`config.mk`:
```
export PLATFORM = sky130hd
export DESIGN_NAME = ctks_cell
export DESIGN_NICKNAME = d
export VERILOG_FILES = /design/src/ctks_pkg.sv /design/src/ctks_cell.sv
export SDC_FILE = /design/constraint.sdc
export NUM_CORES = 1
export LEC_CHECK = 0
export BUFFER_PORTS_ARGS = -buffer_cell sky130_fd_sc_hd__buf_2
export CAP_MARGIN = 0
export CORE_MARGIN = 3
export CORE_UTILIZATION = 25
export CTS_CLUSTER_DIAMETER = 100
export DETAILED_ROUTE_END_ITERATION = 8
export GPL_TIMING_DRIVEN = 0
export SLEW_MARGIN = 20
export SYNTH_ARGS = -nofsm -noshare
export SYNTH_HDL_FRONTEND = slang
export SYNTH_SLANG_ARGS = --single-unit
```
`constraint.sdc`:
```
create_clock -name clk -period 5.1 [get_ports clk]
set_input_delay 1.53 -clock clk [delete_from_list [all_inputs] [get_ports clk]]
set_output_delay 1.53 -clock clk [all_outputs]
set_load 0.02 [all_outputs]
```
`src/ctks_pkg.sv`:
```
// Package for the cosine top-k search block: sizes, status codes, shared types.
// Used by ctks_cell and cosine_topk_search; depends on nothing.
package ctks_pkg;

  localparam int MAX_DIM   = 64;
  localparam int CAPACITY  = 1024;
  localparam int MAX_TOP_K = 16;

  localparam int DIM_W  = (MAX_DIM > 1) ? $clog2(MAX_DIM) : 1;
  localparam int DIMS_W = 7;
  localparam int ECNT_W = $clog2(MAX_DIM + 2);
  localparam int CNT_W  = $clog2(CAPACITY + 1);
  localparam int ID_W   = 10;
  localparam int ROWI_W = (CAPACITY > 1) ? $clog2(CAPACITY) : 1;
  localparam int ADDR_W = (CAPACITY * MAX_DIM > 1) ? $clog2(CAPACITY * MAX_DIM) : 1;
  localparam int K_W    = $clog2(MAX_TOP_K + 1);
  localparam int SUM_W  = 31 + $clog2(MAX_DIM + 1);
  localparam int RAD_W  = SUM_W + 20;
  localparam int ROOT_W = (RAD_W + 1) / 2;
  localparam int RB_W   = $clog2(ROOT_W);
  localparam int DIV_W  = ROOT_W + 17;
  localparam int ACC_W  = 33 + DIM_W;
  localparam int SCORE_W = 32;

  localparam logic [2:0] ST_ADDED = 3'd0;
  localparam logic [2:0] ST_MATCH = 3'd1;
  localparam logic [2:0] ST_ZERO  = 3'd2;
  localparam logic [2:0] ST_LEN   = 3'd3;
  localparam logic [2:0] ST_FULL  = 3'd4;
  localparam logic [2:0] ST_NONE  = 3'd5;

  typedef struct packed {
    logic                      valid;
    logic signed [SCORE_W-1:0] score;
    logic [ID_W-1:0]           id;
  } ent_t;

  typedef struct packed {
    logic clear;
    logic insert;
    logic shift;
  } cell_ctl_t;

endpackage

```
`src/ctks_cell.sv`:
```
// One slot of the sorted best-match list: holds a score and id, takes a new
// candidate or its left neighbor's entry on insert, its right neighbor's on shift.
// Depends on ctks_pkg.
module ctks_cell (
  input  logic               clk,
  input  logic               rst_n,
  input  ctks_pkg::cell_ctl_t ctl,
  input  ctks_pkg::ent_t     cand,
  input  ctks_pkg::ent_t     prev_ent,
  input  logic               prev_take,
  input  ctks_pkg::ent_t     next_ent,
  output ctks_pkg::ent_t     ent,
  output logic               take
);

  ctks_pkg::ent_t ent_r, ent_nxt;

  assign take = ctl.insert & (!ent_r.valid || (cand.score > ent_r.score));
  assign ent  = ent_r;

  always_comb begin
    priority if (ctl.clear) begin
      ent_nxt       = ent_r;
      ent_nxt.valid = 1'b0;
    end else if (ctl.shift) begin
      ent_nxt = next_ent;
    end else if (take) begin
      ent_nxt = prev_take ? prev_ent : cand;
    end else begin
      ent_nxt = ent_r;
    end
  end

  always_ff @(posedge clk) begin
    if (!rst_n) begin
      ent_r <= '0;
    end else begin
      ent_r <= ent_nxt;
    end
  end

endmodule

```
# --- After elaboration in Yosys (flattened, before gate mapping) ---
# Cells that the tools add are included.
word_totals:
  register_bits: 43
  out_inout_bits: 44
  elab_cells: 15
op_classes:
  magnitude_cmp: 1
  n_reduce_logical: 5
  n_mux: 3
  bitwise: 3
op_table:
  columns: ["cell", "n"]
  rows:
  - ["43-bit 2-to-1 mux", 3]
  - ["32-bit > comparator", 1]
  - ["1-bit inverter", 2]
  - ["2-bit AND reduction", 1]
  - ["2-bit nonzero test", 1]
  - ["2-bit OR reduction", 1]
  - ["1-bit AND", 1]
  - ["1-bit zero test", 1]
  - ["1-bit logical OR", 1]

# --- Longest topological paths before layout ---
depth:
  depth_word: 5
  ltp_mapped: 10
  ltp_nobuf: 9

# --- Worst setup path before layout ---
# OpenSTA, ideal clock, no wires.
synth_path:
  kind: "input port to output port"
  startpoint: "input cand[24] (netlist name)"
  endpoint: "output take"
  arrival_time_ps: 3283
  stages: 8
  required_time_ps: 3570
  path_slack_ps: 287
  path_cell_list: "ha_1 nand4_1 nor4_1 a21boi_1 o31a_1 nor3_1 nand2b_1 a21boi_1"
synth_via:
  elab_chain_len: 3
synth_lines:
  columns: ["item", "line_no", "text"]
  rows:
  - ["start: declaration", "ctks_cell.sv:8", "input ctks_pkg::ent_t cand,"]
  - ["32-bit > comparator", "ctks_cell.sv:18", "assign take = ctl.insert & (!ent_r.valid || (cand.score > ent_r.score));"]
  - ["1-bit logical OR", "ctks_cell.sv:18", null]
  - ["1-bit AND", "ctks_cell.sv:18", null]
  - ["end: declaration", "ctks_cell.sv:13", "output logic take"]
# No other way between the ends.

# --- Final worst setup path ---
layout_path:
  startpoint: "input cand[15] (netlist name)"
  endpoint: "output take"
# Same word-level chain as after synthesis.

==> metrics.yaml <==
placement:
  hpwl_mm: 9.98
  place_ws_ns: -0.127
  place.gp.congestion: 0.760
  postPlaceCellArea_sq_um: 4580
  port_buffers: 177
synthesis:
  yosysWarnings: 0
  yosysSeqAreaShare_pct: 24.8
  synth.most_common_cell: "nand2_1"
  synth_edf_count: 0
  netlist_area_sq_um: 3480
  synth_cell_type_count: 32
  yosysTopAreaCellShare_pct: 24.8
  ys.flop_type: "dfxtp_1"
  syn_avg_cell_area_sq_um: 7.54
  synth_fp_nets: 628
  netlist_instances: 461
  async_flop_share_pct: 0
  netlist_top_cells_area: "dfxtp_1 25%, mux2i_1 12%, ha_1 12%"
  synth_commonest_cells: "49 x nand2_1, 47 x nand3_1, 45 x o21ai_0"
  ys_ff_latch: 43
  yosysTopAreaCell: "dfxtp_1"
timing:
  tightestPinTransition_ns: 0.835
  final.period_utilization_pct: 97.7
  setup_slack_ns: 0.115
  setup_tns_ns: 0
  drv_slew: 0
  clock_skew_ns: 0.00507
  finalWorstPathRequiredPeriod_ns: 4.98
  holdWs_ns: 0.465
  hold_viol: 0
  setup_viol: 0
  fmax_mhz: 201
  maxSlewHeadroom_pct: 44.3
global_route:
  grt_max_degree: 13
  antenna_found_initial: 1
  grt_pass1_vias: 3708
  overflow: 0
  grt.total_usage_pct: 15.6
  grt_pass1_wl_mm: 18.9
clocking:
  cts-buffers-inserted: 5
  clkSinkCount: 43
  clockBufferDepth: 2
  clock_latency_ns: 0.28
  h-tree-depth: 2
  ctsHoldBuffers: 0
  cts_tree: "built"
  clkSlewWorstSetupHoldPaths_ns: 0.06
  cts-root-buf: "clkbuf_16"
floorplanning:
  dieArea_sq_um: 15400
  start_util_pct: 25.9
  std_cell_rows: 42
  coreArea_sq_um: 13400
  io-pin-count: 179
  die_h_um: 124
  die_w_um: 124
drt:
  postRouteAntennaNets: 0
  vias_per_cell: 4.68
  wl_per_cell_um: 15.2
  routed_wirelength_mm: 12.5
  drt-initial-drc-count: 191
  vias: 3845
  drt_pass1_iterations: 4
  drc: 0
worst_setup_path:
  regToRegSetupSlack_ns: 2.25
  critical_path.top_delay_family: "compound AO/OA/AOI/OAI gates"
  slowest_delay_ns: 0.33
  cp_slowest_cell: "a221o_1"
  path_max_fanout: 2
  end_kind: "primary output"
  worst-path-buf-inv: 2
  worstPathArrival_ns: 3.45
  cp_common_cell: "buf_2"
  start_kind: "primary input"
  worstPathRequired_ns: 3.57
  path_cells: "buf_2 > ha_1 > a21oi_1 > o21ai_0 > a221o_1 > o31a_1 > nor3_2 > nand2b_1 > a21boi_1 > buf_2"
  r2r_start: "ent[15]"
  r2r_end: "ent[12]"
  reg2reg_depth: 11
  worstSetupPathType: "in -> out"
cells_and_area:
  num-fill-cells: 1469
  area_growth_pct: 37.0
  diodes: 0
  final_cell_area_sq_um: 4760
  utilization_pct: 35.6
  layout.nets: 813
  largest_register_ffs: 43
  drive_gt1_share_pct: 31.0
min_path:
  holdPathStages: 2
  min_from: "ent[5]"
  hp-class: "reg -> reg"
  whs_endpoint: "ent[5]"
power:
  power_density_nw_per_um2: 224
  peakVddDrop_mv: 0.105
  leakagePower_nw: 2.26
job:
  cap_violations: 0
outcome:
  status: "complete, no violations"
per-layer routing:
| layer | vias to the layer above | part of all wire [%] | track usage (%) |
|---|---|---|---|
| li1 | 2005 | - | - |
| met1 | 1712 | 46 | 20.9 |
| met2 | 120 | 47 | 26.9 |
| met3 | 6 | 6.9 | 3.13 |
| met4 | 2 | 0.32 | 1.64 |
| met5 | - | 0.10 | 0 |
worst register-to-register path: stages, from the launching register on:
cell and delay [ns]:
dfxtp_1 0.35, inv_1 0.05, ha_1 0.28, a21oi_1 0.18, o21ai_0 0.13, a221o_1 0.33
o31a_1 0.31, buf_4 0.16, o311ai_4 0.52, buf_6 0.22, nand3_1 0.09, a21boi_1 0.15
stage by stage:
step / cells / power, mW
2_1_floorplan: 461 / 0.604
3_3_place_gp: 814 / 0.749
3_5_place_dp: 814 / 0.751
4_1_cts: 822 / 1.08
5_1_grt: 822 / 1.14
6_report: 822 / 1.07
what timing repair did:
item	4_1_cts	5_1_grt
gates resized for setup	3	2
pin swaps	1	1
gates cloned	0	0
buffers inserted	1	0
setup endpoints to repair	1	1
logic make-up (layout without fill, tap and decap cells):
kind of cell	after synthesis	after routing	share of synthesized area [%]
compound gates	159	159	27.6
simple gates	113	113	15.1
buf+inv	71	256	8.67
mux	43	43	12.4
flops	43	43	24.8
fa+ha+maj	32	32	11.5
report_power, final:
| part | total (mW) | switching [mW] | internal [mW] |
|---|---|---|---|
| Clock | 0.322 | 0.130 | 0.191 |
| Combinational | 0.364 | 0.211 | 0.153 |
| Sequential | 0.380 | 0.0181 | 0.362 |
final cells by class:
type                    count  area [sq um]  area share, %
flip-flops and latches     43           861           18.1
clock inverters             1          5.00          0.105
multi-input cells         347          2340           49.2
clock buffers               6           139           2.91
well taps                 176           220           4.62
inverters                  36           135           2.84
plain buffers              35           166           3.49
repair buffers            178           893           18.8
layout by cell type, fill, tap and decap left out:
master / netlist / routed
buf_6: 4 / 4
nor3_2: 0 / 1
inv_1: 36 / 36
a211oi_2: 0 / 1
clkinv_2: 0 / 1
clkbuf_8: 0 / 1
o31a_1: 1 / 1
a221o_1: 1 / 1
buf_4: 0 / 1
nand4_1: 6 / 6
nor2b_1: 3 / 3
a21o_1: 2 / 2
mux2i_1: 42 / 42
mux2_2: 1 / 1
nand3_1: 47 / 47
and4_1: 1 / 1
dfxtp_1: 43 / 43
a21oi_1: 16 / 16
o311ai_4: 1 / 1
o311a_1: 1 / 1
clkbuf_1: 25 / 25
o21ai_0: 45 / 45
o32ai_2: 0 / 1
o21ai_1: 44 / 44
nand2_1: 49 / 49
buf_2: 4 / 181
o211ai_1: 1 / 1
buf_1: 2 / 2
clkbuf_16: 0 / 5
nand2b_1: 2 / 2
nor2_1: 1 / 1
nor4_2: 0 / 2
ha_1: 32 / 32
a221oi_1: 1 / 1
a21boi_1: 44 / 44
and2_1: 1 / 1
worst max path at each step:
| stage | cells past startpoint | slack, ns | end | start |
|---|---|---|---|---|
| 2_1_floorplan | 8 | 0.29 | take | cand[24] |
| 3_3_place_gp | 9 | -0.11 | take | cand[40] |
| 3_5_place_dp | 9 | -0.13 | take | cand[40] |
| 4_1_cts | 10 | 0.02 | take | cand[32] |
| 5_1_grt | 9 | -0.02 | take | cand[40] |
| 6_report | 10 | 0.12 | take | cand[15] |
Power figures use the tool's default switching activity.
